**config.mk**
```make
export PLATFORM = sky130hd
export DESIGN_NAME = mi_datapath
export DESIGN_NICKNAME = d
export VERILOG_FILES = /design/src/rtl/mi_pkg.sv /design/src/rtl/mi_datapath.sv
export SDC_FILE = /design/constraint.sdc
export NUM_CORES = 1
export LEC_CHECK = 0
export BUFFER_PORTS_ARGS = -buffer_cell sky130_fd_sc_hd__buf_2
export CELL_PAD_IN_SITES_DETAIL_PLACEMENT = 1
export CELL_PAD_IN_SITES_GLOBAL_PLACEMENT = 1
export CORE_MARGIN = 4
export CORE_UTILIZATION = 55
export CTS_BUF_LIST = sky130_fd_sc_hd__clkbuf_4
export DETAILED_ROUTE_END_ITERATION = 8
export GPL_TIMING_DRIVEN = 1
export PLACE_DENSITY = 0.84
export RECOVER_POWER = 100
export SLEW_MARGIN = 20
export SYNTH_ARGS = -nofsm -noshare
export SYNTH_HDL_FRONTEND = slang
export SYNTH_SLANG_ARGS = --single-unit
```
**constraint.sdc**
```tcl
create_clock -name clk -period 10.1 [get_ports clk]
set_input_delay 0.505 -clock clk [delete_from_list [all_inputs] [get_ports clk]]
set_output_delay 0.505 -clock clk [all_outputs]
set_load 0.05 [all_outputs]
```
**src/rtl/mi_pkg.sv**
```systemverilog
`timescale 1ns / 1ps
// ----------------------------------------------------------------------------
// mi_pkg: modular inverse shared definitions
// Word width, beat payloads and the controller/datapath command and status bundles.
// ----------------------------------------------------------------------------
package mi_pkg;

    localparam int WIDTH = 32;
    localparam int CNT_W = $clog2(WIDTH);
    localparam logic [CNT_W-1:0] LAST_BIT = CNT_W'(WIDTH - 1);

    typedef struct packed {
        logic [WIDTH-1:0] value;
        logic [WIDTH-1:0] modulus;
    } in_beat_t;

    typedef struct packed {
        logic [WIDTH-1:0] inverse;
        logic             exists;
    } out_beat_t;

    typedef struct packed {
        logic load;
        logic div_init;
        logic div_step;
        logic update;
        logic finish;
    } mi_cmd_t;

    typedef struct packed {
        logic nr_zero;
        logic out_free;
    } mi_status_t;

endpackage

```
**src/rtl/mi_datapath.sv**
```systemverilog
`timescale 1ns / 1ps
// ----------------------------------------------------------------------------
// mi_datapath: extended Euclid datapath
// Remainder pair, coefficient magnitudes, a bit-serial restoring divider
// with a shift-and-add quotient multiply, and the result register.
// ----------------------------------------------------------------------------
module mi_datapath
    import mi_pkg::*;
(
    input  logic       clk,
    input  logic       rst_n,
    input  mi_cmd_t    cmd,
    output mi_status_t status,
    input  in_beat_t   in_data,
    input  logic       out_ready,
    output logic       out_valid,
    output out_beat_t  out_data
);

    logic [WIDTH-1:0] r_reg, r_next;
    logic [WIDTH-1:0] nr_reg, nr_next;
    logic [WIDTH-1:0] tm_reg, tm_next;
    logic [WIDTH-1:0] ntm_reg, ntm_next;
    logic [WIDTH-1:0] n_reg, n_next;
    logic             neg_reg, neg_next;
    logic [WIDTH-1:0] p_reg, p_next;
    logic [WIDTH-1:0] d_reg, d_next;
    logic [WIDTH-1:0] acc_reg, acc_next;
    logic             out_valid_reg, out_valid_next;
    out_beat_t        out_data_reg, out_data_next;

    logic [WIDTH:0]   trial;
    logic             q_bit;
    logic [WIDTH-1:0] inv;

    assign trial = {p_reg, d_reg[WIDTH-1]} - {1'b0, nr_reg};
    assign q_bit = ~trial[WIDTH];
    assign inv   = (neg_reg && (tm_reg != '0)) ? (n_reg - tm_reg) : tm_reg;

    always_comb
    begin
        r_next   = r_reg;
        nr_next  = nr_reg;
        tm_next  = tm_reg;
        ntm_next = ntm_reg;
        n_next   = n_reg;
        neg_next = neg_reg;
        p_next   = p_reg;
        d_next   = d_reg;
        acc_next = acc_reg;
        out_data_next  = out_data_reg;
        out_valid_next = out_valid_reg & ~out_ready;

        if (cmd.load)
        begin
            r_next   = in_data.modulus;
            nr_next  = in_data.value;
            n_next   = in_data.modulus;
            tm_next  = '0;
            ntm_next = WIDTH'(1);
            neg_next = 1'b1;
        end
        if (cmd.div_init)
        begin
            p_next   = '0;
            d_next   = r_reg;
            acc_next = '0;
        end
        if (cmd.div_step)
        begin
            p_next   = q_bit ? trial[WIDTH-1:0] : {p_reg[WIDTH-2:0], d_reg[WIDTH-1]};
            d_next   = {d_reg[WIDTH-2:0], 1'b0};
            acc_next = {acc_reg[WIDTH-2:0], 1'b0} + (q_bit ? ntm_reg : '0);
        end
        if (cmd.update)
        begin
            r_next   = nr_reg;
            nr_next  = p_reg;
            tm_next  = ntm_reg;
            ntm_next = tm_reg + acc_reg;
            neg_next = ~neg_reg;
        end
        if (cmd.finish)
        begin
            out_valid_next = 1'b1;
            if (|r_reg[WIDTH-1:1])
            begin
                out_data_next.inverse = '0;
                out_data_next.exists  = 1'b0;
            end
            else
            begin
                out_data_next.inverse = inv;
                out_data_next.exists  = 1'b1;
            end
        end
    end

    always_ff @(posedge clk or negedge rst_n)
    begin
        if (!rst_n)
        begin
            out_valid_reg <= 1'b0;
        end
        else
        begin
            out_valid_reg <= out_valid_next;
        end
    end

    always_ff @(posedge clk)
    begin
        r_reg        <= r_next;
        nr_reg       <= nr_next;
        tm_reg       <= tm_next;
        ntm_reg      <= ntm_next;
        n_reg        <= n_next;
        neg_reg      <= neg_next;
        p_reg        <= p_next;
        d_reg        <= d_next;
        acc_reg      <= acc_next;
        out_data_reg <= out_data_next;
    end

    assign status.nr_zero  = (nr_reg == '0);
    assign status.out_free = ~out_valid_reg | out_ready;
    assign out_valid       = out_valid_reg;
    assign out_data        = out_data_reg;

endmodule

```
[After elaboration in Yosys (flattened, before gate mapping)]
Cells that the tools add are included.
Operators by class
  bitwise logic cells: 5
  $add $sub $neg: 4
  muxes and demuxes: 20
  reductions and logical operators: 6
Operator list (count)
  2-to-1 mux 32 bit: 16
  adder 32 bit: 2
  subtractor 33 x 32 -> 33 bit: 1
  zero test 32 bit: 1
  nonzero test 32 bit: 1
  subtractor 32 bit: 1
  OR reduction 31 bit: 1
  2-to-1 mux 1 bit: 4
  nonzero test 2 bit: 2
  inverter 1 bit: 3
  bitwise AND 1 bit: 1
  logical AND 1 bit: 1
  bitwise OR 1 bit: 1
Storage, ports and cells
  register bits: 291

[Logic depth before layout (Yosys ltp)]
  depth after elaboration: 4
  gate-level depth with buffers: 25
  depth with buffers taken out: 24

[Least setup slack after synthesis]
No wires, ideal clock.
  path kind: register -> register
  start: register nr_reg[0]
  end: register acc_reg[31] (data pin)
  clock period less this slack: 5.404 ns
  library setup time: 0.270 ns
  data required time: 9.830 ns
  data arrival time: 5.134 ns
  path slack: 4.696 ns
  stages on the path, launching flop included: 25
  cell sequence: edfxtp_1 ha_1 fa_1 nand2b_1 a21oi_1 o22ai_1 o211ai_1 and2_1 a211oi_2 nor3_1 nor2_2 clkbuf_1 and2_1 ha_1 fa_1 a21oi_1 o2bb2ai_2 a211oi_4 a2bb2oi_1 a311o_1 a211o_1 a21oi_1 xor2_1 a21o_1 a21oi_1
Between the ends
  cells in the longest elaborated chain, start to end: 4
RTL lines
  start: declaration: RTL line mi_datapath.sv:21  | logic [WIDTH-1:0] nr_reg, nr_next;
  start signal: assignment: RTL line mi_datapath.sv:114  | nr_reg <= nr_next;
  subtractor 33 x 32 -> 33 bit: RTL line mi_datapath.sv:36  | assign trial = {p_reg, d_reg[WIDTH-1]} - {1'b0, nr_reg};
  2-to-1 mux 32 bit: RTL line mi_datapath.sv:73  | acc_next = {acc_reg[WIDTH-2:0], 1'b0} + (q_bit ? ntm_reg : '0);
  adder 32 bit: RTL line mi_datapath.sv:73
  2-to-1 mux 32 bit: RTL line mi_datapath.sv:69  | if (cmd.div_step)
  end signal: assignment: RTL line mi_datapath.sv:121  | acc_reg <= acc_next;
  end: declaration: RTL line mi_datapath.sv:28  | logic [WIDTH-1:0] acc_reg, acc_next;
No other way between the ends.
A chain may end at the register's enable or synchronous reset.

[Worst setup path after layout]
  start: register nr_reg[5]
  end: register acc_reg[26] (data pin)
Same word-level chain as after synthesis.

==> results.ini <==
[clock_network]
cts_htree_levels=3
cts.sink_count=291
cts_tree=done
post_cts_buffers=0
hold_buffers=52
cts-resized-gates=0
clkLatencyLatePin_ns=0.80
cts_buffers=81
clk_path_buf_depth=3
cts.clk_slew.worst_paths_ns=0.07
cts_root_buf=clkbuf_4

[grt]
grt_max_degree=101
grt_pass1_wl_um=86800
grt-ovfl-total=0
grtUsageTotal_pct=31.1
grt_pass1_vias=15464
antenna_found_initial=3

[placement]
io_buffer_count=107
dpl_cell_area_um2=18800
globalplace.congestion=0.885
dp_hpwl_um=35900
dp_cells=2142

[sta]
fin_setup_tns_ns=0
timing.final.max_slew_violations=672
hold_violations=0
finalClockSkew_ns=0.0497
min_period_ns=7.90
fmax_mhz=127
finalSetupViolCount=0
worst_pin_slew_ns=5.11
fin_crit_sh_pct=78.2
rsz0062_at_grt=no
slew-limit-headroom_pct=-241

[yosys]
synth_warnings=0
synthTopCellsByArea=edfxtp_1 48%, ha_1 8.7%, mux2_2 4.0%
async_reset_ff_share_pct=0.344
syn_avg_cell_area_um2=10.9
synth_top_area_cell=edfxtp_1
yosysTopAreaCellShare_pct=48.5
syn-num-nets=1846
synth.distinct_cells=79
synth.cell_area_um2=17900
ys_ff_latch=291
syn_inst=1646
ys.flop_type=edfxtp_1
seq_area_frac_synth_pct=48.7
synth.most_common_cell=edfxtp_1
synth-edff-count=289
synth_common_cells=289 x edfxtp_1, 124 x ha_1, 121 x a21oi_1

[die]
fp.dieH_um=188
io_pins=108
dieWidth_um=188
core_um2=31800
die_area_um2=35500
rows=65
start_util_pct=56.3

[routing]
viasPerCell=6.09
ant_nets=0
totalWireLength_um=55200
vias=14256
drt_iter0_markers=966
wire_per_inst_um=23.6
drc=0
drtPass1Iterations=5

[pwr]
p_leak_nw=8.31
power.density_nw_per_um2=291
ir_drop_mv=0.146

[final_layout]
post-route-util_pct=63.5
area_growth_syn_to_layout_pct=12.8
drive_gt1_share_pct=12.6
nets=2042
largest_register_ff_count=33
final_cells=2340
design_area_um2=20200

[run_status]
status=finished with violations
violations=capacitance limit, slew limit

[worst_setup_path]
crit_fanout=34
critPathKind=flop to flop
crit_path_start_kind=flop
arrival_ns=8.43
cp-end-kind=flop
cp.required_ns=10.63

[min_path]
hold_path_class=primary input to asynchronous set/reset pin

[run]
maxCapViolCount=15

[cell type report]
cell class,instances,area [µm²]
clock buffers,125,938
clock inverters,16,61.3
flip-flops and latches,291,8720
diodes,5,12.5
inverters,95,357
multi-input cells,1204,8550
well taps,435,544
fillers,3477,11600
repair buffers,169,1010
[metal layers]
layer / vias to the layer above / GRT usage [%] / share of wire [%]
li1: 6540 / - / -
met1: 7090 / 39.4 / 42
met2: 474 / 53.3 / 49
met3: 152 / 5.46 / 5.1
met4: 0 / 12.5 / 4.0
met5: - / 0 / 0
[through the flow]
step / power (mW) / hold WS [ns] / worst slack (ns)
2_1_floorplan: 3.95 / 0.209 / 4.70
3_3_place_gp: 4.50 / 0.280 / 4.03
3_5_place_dp: 4.66 / 0.282 / 3.69
4_1_cts: 5.81 / 0.00114 / 3.63
5_1_grt: 6.28 / 0.00345 / 1.59
6_report: 5.88 / 0.0481 / 2.20
[worst max-delay path, cell delays in order (launching register included)]
cell and delay (ns):
edfxtp_1 0.44, inv_1 0.07, ha_1 0.33, o21ai_0 0.33, a21oi_1 0.14, o22ai_1 0.54, o211ai_1 0.22, and2_0 0.24
a211oi_1 0.35, nor3_1 0.12, nor2_1 1.70, and2_0 0.35, ha_1 0.28, a211o_1 0.30, a31oi_1 0.47, o2111ai_1 0.24
a311oi_2 0.34, a21oi_1 0.17, a21oi_1 0.25, o21bai_1 0.16, a221oi_1 0.34, xor2_1 0.19, nor2_1 0.05
[power by group]
part | total, mW | internal, mW | switching (mW) | leakage (nW)
Sequential | 1.99 | 1.73 | 0.255 | 3.08
Combinational | 2.77 | 1.12 | 1.65 | 4.62
Clock | 1.12 | 0.560 | 0.558 | 0.611
Total | 5.88 | 3.41 | 2.46 | 8.31
[cells by family (layout without fill, tap and decap cells)]
family / count (synthesis) / after routing / synth area share (%)
XOR/XNOR: 94 / 94 / 4.60
other: 0 / 5 / 0
buffers and inverters: 151 / 405 / 3.29
adder cells (fa/ha/maj): 128 / 128 / 9.11
flip-flops: 291 / 291 / 48.7
AND/OR/NAND/NOR: 488 / 488 / 13.8
AO/OA/AOI/OAI: 418 / 418 / 15.8
multiplexers: 76 / 76 / 4.70
[path summary, 6_finish.rpt]
check	start	end	slack, ns	depth (start not counted)
setup / recovery	nr_reg[5]$_DFFE_PP_	acc_reg[26]$_SDFFCE_PN0P_	2.20	22
hold / removal	rst_n	out_valid$_DFF_PN0_	0.05	2
setup reg to reg	nr_reg[5]$_DFFE_PP_	acc_reg[26]$_SDFFCE_PN0P_	2.20	22
hold reg to reg	out_valid$_DFF_PN0_	out_valid$_DFF_PN0_	0.52	2
max in group asynchronous	rst_n	out_valid$_DFF_PN0_	9.94	2
min in group clk	in_data[59]	nr_reg[27]$_DFFE_PP_	0.05	2
[cells in the final DEF, fill, tap and decap left out, types with 30 or more instances in the layout]
| cell type | instances |
|---|---|
| a21o_1 | 56 |
| a21oi_1 | 121 |
| a22o_1 | 30 |
| and2_0 | 43 |
| and2_1 | 52 |
| buf_2 | 36 |
| clkbuf_1 | 79 |
| clkbuf_4 | 125 |
| dlygate4sd3_1 | 52 |
| edfxtp_1 | 289 |
| ha_1 | 124 |
| inv_1 | 94 |
| mux2_2 | 58 |
| nand2_1 | 108 |
| nor2_1 | 120 |
| o21ai_0 | 60 |
| xnor2_1 | 55 |
| xor2_1 | 39 |
(Power assumes the default switching activity.)
