==> config.mk <==
export PLATFORM = sky130hd
export DESIGN_NAME = mi_ctrl
export DESIGN_NICKNAME = d
export VERILOG_FILES = /design/src/rtl/mi_pkg.sv /design/src/rtl/mi_ctrl.sv
export SDC_FILE = /design/constraint.sdc
export NUM_CORES = 1
export LEC_CHECK = 0
export BUFFER_PORTS_ARGS = -buffer_cell sky130_fd_sc_hd__buf_2
export CAP_MARGIN = 20
export CORE_AREA = 4 4 41 43
export DETAILED_ROUTE_END_ITERATION = 10
export DIE_AREA = 0 0 45 47
export GPL_TIMING_DRIVEN = 0
export SLEW_MARGIN = 20
export SYNTH_ARGS = -nofsm -noshare
export SYNTH_HDL_FRONTEND = slang
export SYNTH_SLANG_ARGS = --single-unit
==> constraint.sdc <==
create_clock -name clk -period 5.56 [get_ports clk]
set_clock_uncertainty 0.2 [all_clocks]
set_input_delay 0.278 -clock clk [delete_from_list [all_inputs] [get_ports clk]]
set_output_delay 0.278 -clock clk [all_outputs]
set_load 0.05 [all_outputs]
==> src/rtl/mi_pkg.sv <==
`timescale 1ns / 1ps
// ----------------------------------------------------------------------------
// mi_pkg: modular inverse shared definitions
// Word width, beat payloads and the controller/datapath command and status bundles.
// ----------------------------------------------------------------------------
package mi_pkg;

    localparam int WIDTH = 32;
    localparam int CNT_W = $clog2(WIDTH);
    localparam logic [CNT_W-1:0] LAST_BIT = CNT_W'(WIDTH - 1);

    typedef struct packed {
        logic [WIDTH-1:0] value;
        logic [WIDTH-1:0] modulus;
    } in_beat_t;

    typedef struct packed {
        logic [WIDTH-1:0] inverse;
        logic             exists;
    } out_beat_t;

    typedef struct packed {
        logic load;
        logic div_init;
        logic div_step;
        logic update;
        logic finish;
    } mi_cmd_t;

    typedef struct packed {
        logic nr_zero;
        logic out_free;
    } mi_status_t;

endpackage

==> src/rtl/mi_ctrl.sv <==
`timescale 1ns / 1ps
// ----------------------------------------------------------------------------
// mi_ctrl: extended Euclid sequencer
// Walks accept, remainder test, bit-serial divide and coefficient update,
// then hands the result to the output register once it is free.
// ----------------------------------------------------------------------------
module mi_ctrl
    import mi_pkg::*;
(
    input  logic       clk,
    input  logic       rst_n,
    input  logic       in_valid,
    output logic       in_ready,
    input  mi_status_t status,
    output mi_cmd_t    cmd
);

    localparam logic [2:0] S_IDLE   = 3'd0;
    localparam logic [2:0] S_CHECK  = 3'd1;
    localparam logic [2:0] S_DIV    = 3'd2;
    localparam logic [2:0] S_UPDATE = 3'd3;
    localparam logic [2:0] S_FINISH = 3'd4;

    logic [2:0]       state_reg, state_next;
    logic [CNT_W-1:0] cnt_reg, cnt_next;

    always_comb
    begin
        state_next = state_reg;
        cnt_next   = cnt_reg;
        cmd        = '0;
        in_ready   = 1'b0;
        unique case (state_reg)
            S_IDLE:
            begin
                in_ready = 1'b1;
                if (in_valid)
                begin
                    cmd.load   = 1'b1;
                    state_next = S_CHECK;
                end
            end
            S_CHECK:
            begin
                if (status.nr_zero)
                begin
                    state_next = S_FINISH;
                end
                else
                begin
                    cmd.div_init = 1'b1;
                    cnt_next     = '0;
                    state_next   = S_DIV;
                end
            end
            S_DIV:
            begin
                cmd.div_step = 1'b1;
                if (cnt_reg == LAST_BIT)
                begin
                    state_next = S_UPDATE;
                end
                else
                begin
                    cnt_next = cnt_reg + 1'b1;
                end
            end
            S_UPDATE:
            begin
                cmd.update = 1'b1;
                state_next = S_CHECK;
            end
            S_FINISH:
            begin
                if (status.out_free)
                begin
                    cmd.finish = 1'b1;
                    state_next = S_IDLE;
                end
            end
            default:
            begin
                state_next = S_IDLE;
            end
        endcase
    end

    always_ff @(posedge clk or negedge rst_n)
    begin
        if (!rst_n)
        begin
            state_reg <= S_IDLE;
            cnt_reg   <= '0;
        end
        else
        begin
            state_reg <= state_next;
            cnt_reg   <= cnt_next;
        end
    end

endmodule

Word level (Yosys, flattened, before mapping)
Index checks and enable logic that the tools add are counted.
- flip-flop bits (word level): 8
- latch bits: 0
- RAM bits: 0
- ROM bits: 0
- bits of input ports: 5
- output and inout bits: 6
- logic and storage cells: 34
- memories: 0
- add/subtract/negate cells: 1
- multipliers: 0
- divide/modulo/power cells: 0
- $lt $le $gt $ge: 0
- equality and inequality tests: 10
- shift-type cells: 0
- multiplexer cells: 17
- bitwise logic cells: 0
- reduce and logical (&&, ||, !) cells: 4
- operators with widths (kind ; number):
    case mux 3 bit (5 select lines) ; 1
    two-way mux 3 bit ; 4
    two-way mux 5 bit ; 2
    inequality test 2 bit, second input constant ; 5
    case mux 5 bit (2 select lines) ; 1
    two-way mux 1 bit ; 9
    == test 3 x 2 -> 1 bit, second input constant ; 2
    AND reduction 3 bit ; 2
    adder 5 x 1 -> 5 bit, second input constant ; 1
    == test 5 bit, second input constant ; 1
    == test 3 x 1 -> 1 bit, second input constant ; 1
    == test 3 bit, second input constant ; 1
    zero test 3 bit ; 1
    nonzero test 2 bit ; 1

Logic depth before layout (Yosys ltp)
Gate-level depths: netlist of the first run.
- depth in word-level cells: 3
- gate-level depth with buffers: 6
- depth with buffers taken out: 6

Least setup slack after synthesis of the first run
OpenSTA, ideal clock, no wires.
- path type: register -> output
- start: register state_reg[0]
- end: output cmd[4] (netlist name)
- arrival: 2.183 ns
- required time: 5.082 ns
- setup slack: 2.899 ns
- cell stages (with the launch flop): 4
- path buffers: 1
- cells stage by stage: dfrtp_1 -> buf_4 -> nor3_1 -> and2_1
- RTL lines (element ; RTL line ; RTL):
    start, declared ; mi_ctrl.sv:24 ; logic [2:0] state_reg, state_next;
    start signal, assigned ; mi_ctrl.sv:97 ; state_reg <= state_next;
    end, declared ; mi_ctrl.sv:15 ; output mi_cmd_t cmd

Worst setup path in the final report of the first run
- start: register cnt_reg[0]
- end: register cnt_reg[0]
- word-level cells in the longest chain between the ends: 3
- elaborated cells between the ends (all ways): 6
- classes of those cells: 1 x add/sub; 2 x eq/ne; 2 x mux; 1 x reduce/logical
- RTL lines (element ; RTL line ; RTL):
    start, declared ; mi_ctrl.sv:25 ; logic [CNT_W-1:0] cnt_reg, cnt_next;
    start signal, assigned ; mi_ctrl.sv:98 ; cnt_reg <= cnt_next;
    adder 5 x 1 -> 5 bit or == test 5 bit (tied branches) ; mi_ctrl.sv:65, mi_ctrl.sv:59 ;
    two-way mux 5 bit or inequality test 2 bit (tied branches) ; - ;
    case mux 5 bit (2 select lines) or AND reduction 3 bit (tied branches) ; - ;
Several ways; a longest one is shown, not always the timed one. The select of a mux whose other input is x is not followed.
A chain may end at the register's enable or synchronous reset.

==> results of run 1 <==
[logic make-up (layout without fill, tap and decap cells)]
| logic type | count (synthesis) | after routing | share of synthesized area (%) |
|---|---|---|---|
| xor+xnor | 1 | 1 | 1.94 |
| mux | 2 | 2 | 5.54 |
| buf+inv | 1 | 15 | 1.66 |
| simple gates | 15 | 15 | 29.4 |
| flops | 8 | 8 | 44.3 |
| fa+ha+maj | 2 | 2 | 5.54 |
| compound gates | 7 | 7 | 11.6 |
[path summary, 6_finish.rpt]
path	end	slack, ns	cells past startpoint
worst min-delay path	state_reg[2]	0.10	3
worst max-delay path	cnt_reg[0]	3.42	6
worst max register to register	cnt_reg[0]	3.42	6
worst min register to register	cnt_reg[4]	0.32	1
max in group asynchronous	cnt_reg[3]	4.80	2
min in group asynchronous	state_reg[2]	0.20	2
[where the power goes]
part	internal (mW)	leakage (nW)	switching [mW]	total, mW
registers	0.0761	0.106	0.0228	0.0989
logic	0.0611	0.150	0.0974	0.159
clock network	0.0246	0.0138	0.0188	0.0435
[routing by layer]
| layer | wire [um] | track usage [%] | up-vias |
|---|---|---|---|
| li1 | - | - | 166 |
| met1 | 408 | 12.7 | 157 |
| met2 | 391 | 15.0 | 8 |
| met3 | 59 | 5.75 | 0 |
| met4 | 0 | 1.75 | 0 |
| met5 | 0 | 0 | - |
[layout make-up]
type,instances,area (um2)
Sequential cell,8,200
Multi-Input combinational cell,27,244
Buffer,1,7.51
Fill cell,143,748
Clock buffer,3,22.5
Tap cell,15,18.8
Timing Repair Buffer,11,60.1
[repair_timing]
action / CTS / global route
buffers inserted: 0 / 0
hold buffers: 1 / 0
hold endpoints to repair: 8 / 0
[critical path, stage by stage (launching register included)]
cell and delay, ns:
dfrtp_1 0.41, ha_1 0.24, and3_1 0.19, ha_1 0.22
nor4b_4 0.37, nor2_2 0.12, mux2_4 0.27
[cell usage in the layout, fill, tap and decap left out]
master          n
buf_2          10
dfrtp_1         8
clkbuf_4        3
a21oi_1         2
a22o_1          2
a22o_2          2
ha_1            2
buf_4           1
nor3_1          1
and3b_2         1
nor3b_1         1
nor4b_2         1
and3_1          1
nor4bb_1        1
and2_1          1
o21ai_0         1
or3b_2          1
or2_2           1
nor4b_4         1
nor2_2          1
nand3_1         1
xnor2_1         1
nand3b_1        1
or3b_1          1
nand2b_1        1
mux2i_1         1
mux2_4          1
dlygate4sd3_1   1
==> impl_metrics.yaml, run 1 <==
synth:
  avgSynthCellArea_um2: 12.5
  synth.area.top_cells: "dfrtp_1 44%, ha_1 5.5%, nor4b_4 5.3%"
  synth_top_area_share_pct: 44.3
  netlist_instances: 36
  yosys-top-cells-count: "8 x dfrtp_1, 2 x a21oi_1, 2 x a22o_1, 2 x a22o_2, 2 x ha_1"
  async_flop_share_pct: 100
  ys.warnings.count: 0
  synth_edf_count: 0
  ys_seq_elements: 8
  yosysSeqAreaShare_pct: 44.3
  synth.most_common_cell: "dfrtp_1"
  synth_top_cell_by_area: "dfrtp_1"
  syn_nets: 43
  ys_types: 25
  netlist_area_um2: 452
  synth-main-ff-cell: "dfrtp_1"
timing:
  slew_violations: 0
  fmax_mhz: 468
  finalCritPeriodShare_pct: 38.4
  fin_crit_ns: 2.14
  rsz0062_at_grt: "no"
  setup_ws_ns: 3.42
  whs_ns: 0.100
  relSlewSlack_pct: 73.7
  tns_ns: 0
  finalSetupViolCount: 0
  worst_pin_slew_ns: 0.393
  hold_viol_final: 0
clock_tree:
  clock-sinks: 8
  cts_root_buffer: "clkbuf_4"
  clk_latency_ns: 0.25
  cts_made_buffers: 3
  cts_tree: "yes"
  cts_max_level: 1
  cts_max_path_buffers: 2
  ctsResizeCount: 0
  clkTransAtPathRegs_ns: 0.05
critical_path:
  arrival_ns: 2.07
  cp-start-kind: "flop"
  r2r_start: "cnt_reg[0]"
  cp-startpoint: "cnt_reg[0]"
  crit_type: "reg2reg"
  worst_ep_required_time_ns: 5.49
  crit_path_end_kind: "flop"
  crit_fanout: 5
finish:
  fin_nets: 59
  fin_cells: 65
  syn2layout_area_growth_pct: 22.4
  antenna_cells: 0
  design_area_um2: 553
  largest_register_ffs: 5
  final_util_pct: 42.5
  drive_gt1_share_pct: 46.0
grt:
  grt_pass1_wl_um: 1520
  gr-total-overflow: 0
  grt_pass1_vias: 359
  grt_max_degree: 11
  antenna_found_initial: 0
  grt_use_total_pct: 9.98
place:
  gp_congestion: 0.705
  dpl_cell_area_um2: 520
  port_buffers: 10
  dp.cells: 61
  dpl.hpwl_um: 608
  pre_cts_slack_ns: 3.43
power_and_ir_drop:
  irDropWorstVdd_mv: 0.203
  power_density_nw_per_um2: 544
  power_mw: 0.301
  power_leakage_nw: 0.270
drt:
  drt_iter0_drc: 3
  vias: 331
  ant_nets: 0
  drt-wirelength-per-cell_um: 13.2
  drc: 0
  dr.pass1.iters: 3
  vias_per_cell: 5.09
  routed_wl_um: 859
floorplan:
  io_pins: 11
  dieWidth_um: 45
  die_h_um: 47
  start_util_pct: 34.7
  fp-row-count: 13
  dieArea_um2: 2120
  coreArea_um2: 1300
job:
  max_cap_viol_count: 0
hold_path:
  worstHoldStart: "status[0]"
  min_path_type: "in2reg"
status:
  status: "finished clean"
Note: power is estimated with default switching activity, not from simulation.
==> inputs of run 2 (changes only) <==
==> constraint.sdc (replaced) <==
create_clock -name clk -period 1.8 [get_ports clk]
set_clock_uncertainty 0.2 [all_clocks]
set_input_delay 0.09 -clock clk [delete_from_list [all_inputs] [get_ports clk]]
set_output_delay 0.09 -clock clk [all_outputs]
set_load 0.05 [all_outputs]
==> run 2 against run 1 <==
Effect of this change:
- the flow now finishes with violations (negative setup slack)
- power rose to 3.6 times the previous value
- critical path depth stayed put
- cell count up 17%
- core utilization is 12 points higher
- sequential power rose to 3.2 times the previous value
- first-iteration DRC count rose by 33%
- hold slack worse by 0.097 ns
- flip-flop and latch count did not move
- critical path type unchanged
- highest routed layer unchanged
==> impl_metrics.yaml, run 2 (same netlist as run 1, synthesis figures left out) <==
status:
  status: "complete, but fails checks"
  violations: "negative setup slack"
clock_tree:
  cts_tree: "yes"
  cts_max_path_buffers: 2
  clk_latency_ns: 0.25
  cts_root_buffer: "clkbuf_4"
  clkTransAtPathRegs_ns: 0.06
  cts_made_buffers: 3
  clock-sinks: 8
  cts_max_level: 1
timing:
  finalSetupViolCount: 5
  whs_ns: 0.00336
  fin_crit_ns: 1.88
  hold_viol_final: 0
  finalCritPeriodShare_pct: 105
  slew_violations: 0
  tns_ns: -0.220
  fmax_mhz: 531
  setup_ws_ns: -0.0817
  relSlewSlack_pct: 78.6
  worst_pin_slew_ns: 0.321
  rsz0062_at_grt: "yes"
grt:
  grt_max_degree: 11
  grt_pass1_vias: 417
  gr-total-overflow: 0
  grt_pass1_wl_um: 1760
  antenna_found_initial: 0
  grt_use_total_pct: 11.7
floorplan:
  dieWidth_um: 45
  start_util_pct: 34.7
  die_h_um: 47
  io_pins: 11
  fp-row-count: 13
  dieArea_um2: 2120
  coreArea_um2: 1300
critical_path:
  crit_family: "simple AND/OR/NAND/NOR gates"
  cpPeakStageDelay_ns: 0.39
  worstPathCellList: "ha_2, and3_4, ha_4, nor4b_4, nor2_4, mux2_4"
  cp-start-kind: "flop"
  crit_fanout: 5
  crit_type: "reg2reg"
  worst_ep_required_time_ns: 1.74
  slowest_stage: "dfrtp_1"
  critical_path_buf_inv_count: 0
  crit_path_end_kind: "flop"
  arrival_ns: 1.82
drt:
  drt_iter0_drc: 4
  routed_wl_um: 1120
  vias_per_cell: 5.21
  vias: 396
  dr.pass1.iters: 2
  drt-wirelength-per-cell_um: 14.7
  drc: 0
  ant_nets: 0
finish:
  largest_register_ffs: 5
  drive_gt1_share_pct: 65.6
  final_cell_mix: "9 x buf_4, 9 x buf_2, 7 x dfrtp_1, 4 x clkbuf_4, 3 x dlygate4sd3_1"
  multiInputGateArea_um2: 302
  antenna_cells: 0
  design_area_um2: 706
  ff_latch_area_um2: 201
  num-fill-cells: 111
  final_util_pct: 54.2
  fin_nets: 70
  syn2layout_area_growth_pct: 56.2
place:
  port_buffers: 10
  gp_congestion: 0.754
  dpl.hpwl_um: 736
  dpl_cell_area_um2: 566
power_and_ir_drop:
  irDropWorstVdd_mv: 0.649
  p_switching_mw: 0.490
  pwr-share-seq_pct: 28.9
  power_density_nw_per_um2: 1540
  power_frac_clock_pct: 12.7
  p_int_mw: 0.596
  combPwrFrac_pct: 58.5
  swShare_pct: 45.1
  power_leakage_nw: 0.328
job:
  max_cap_viol_count: 0
hold_path:
  min_path_type: "in2async"
==> run 2: cell types whose count changed in the layout (fill, tap and decap cells not counted), sizes merged <==
cell and delta:
buf +8, dlygate4sd3 +2, clkbuf +1
==> run 2: final timing paths <==
| kind | from | to | slack, ns | cells after the start |
|---|---|---|---|---|
| setup / recovery | cnt_reg[0] | cnt_reg[0] | -0.08 | 6 |
| hold / removal | rst_n | cnt_reg[4] | 0.003 | 2 |
| setup reg to reg | cnt_reg[0] | cnt_reg[0] | -0.08 | 6 |
| hold reg to reg | cnt_reg[3] | cnt_reg[3] | 0.37 | 1 |
| max in group asynchronous | rst_n | state_reg[2] | 1.20 | 2 |
| min in group clk | in_valid | state_reg[0] | 0.01 | 3 |
==> run 2: metrics by stage <==
step                std cells  setup WS (ns)  power [mW]
floorplan                  36         -0.207       0.735
global placement           61         -0.258       0.822
detailed placement         61         -0.290       0.845
CTS                        72        -0.0636        1.04
global route               76         -0.128        1.15
finish                     76        -0.0817        1.09
==> run 2: repair_timing <==
action	in CTS	in global routing
resized for setup	0	5
endpoints found under the setup margin	5	7
setup buffers	5	4
pin swaps	4	4
endpoints found under the hold margin	9	0
hold buffers	3	0
==> run 2: power by group through the flow <==
stage          Clock (mW)  Combinational [mW]  Sequential [mW]
4_1_cts             0.141               0.585            0.310
3_5_place_dp            0               0.524            0.321
3_3_place_gp            0               0.507            0.315
6_report            0.137               0.635            0.314
2_1_floorplan           0               0.431            0.304
5_1_grt             0.148               0.681            0.324
==> run 2: layout make-up <==
type,instances,share of cell area [%]
Clock buffer,3,3.19
Timing Repair Buffer,22,21.8
Multi-Input combinational cell,27,42.7
Tap cell,15,2.66
Sequential cell,8,28.5
Buffer,1,1.06
==> run 2: metal layers <==
metal / wire (um) / up-vias / track usage (%)
met4: 0 / 0 / 5.26
li1: - / 191 / -
met5: 0 / - / 0
met2: 579 / 12 / 22.9
met1: 457 / 193 / 11.7
met3: 78 / 0 / 2.68
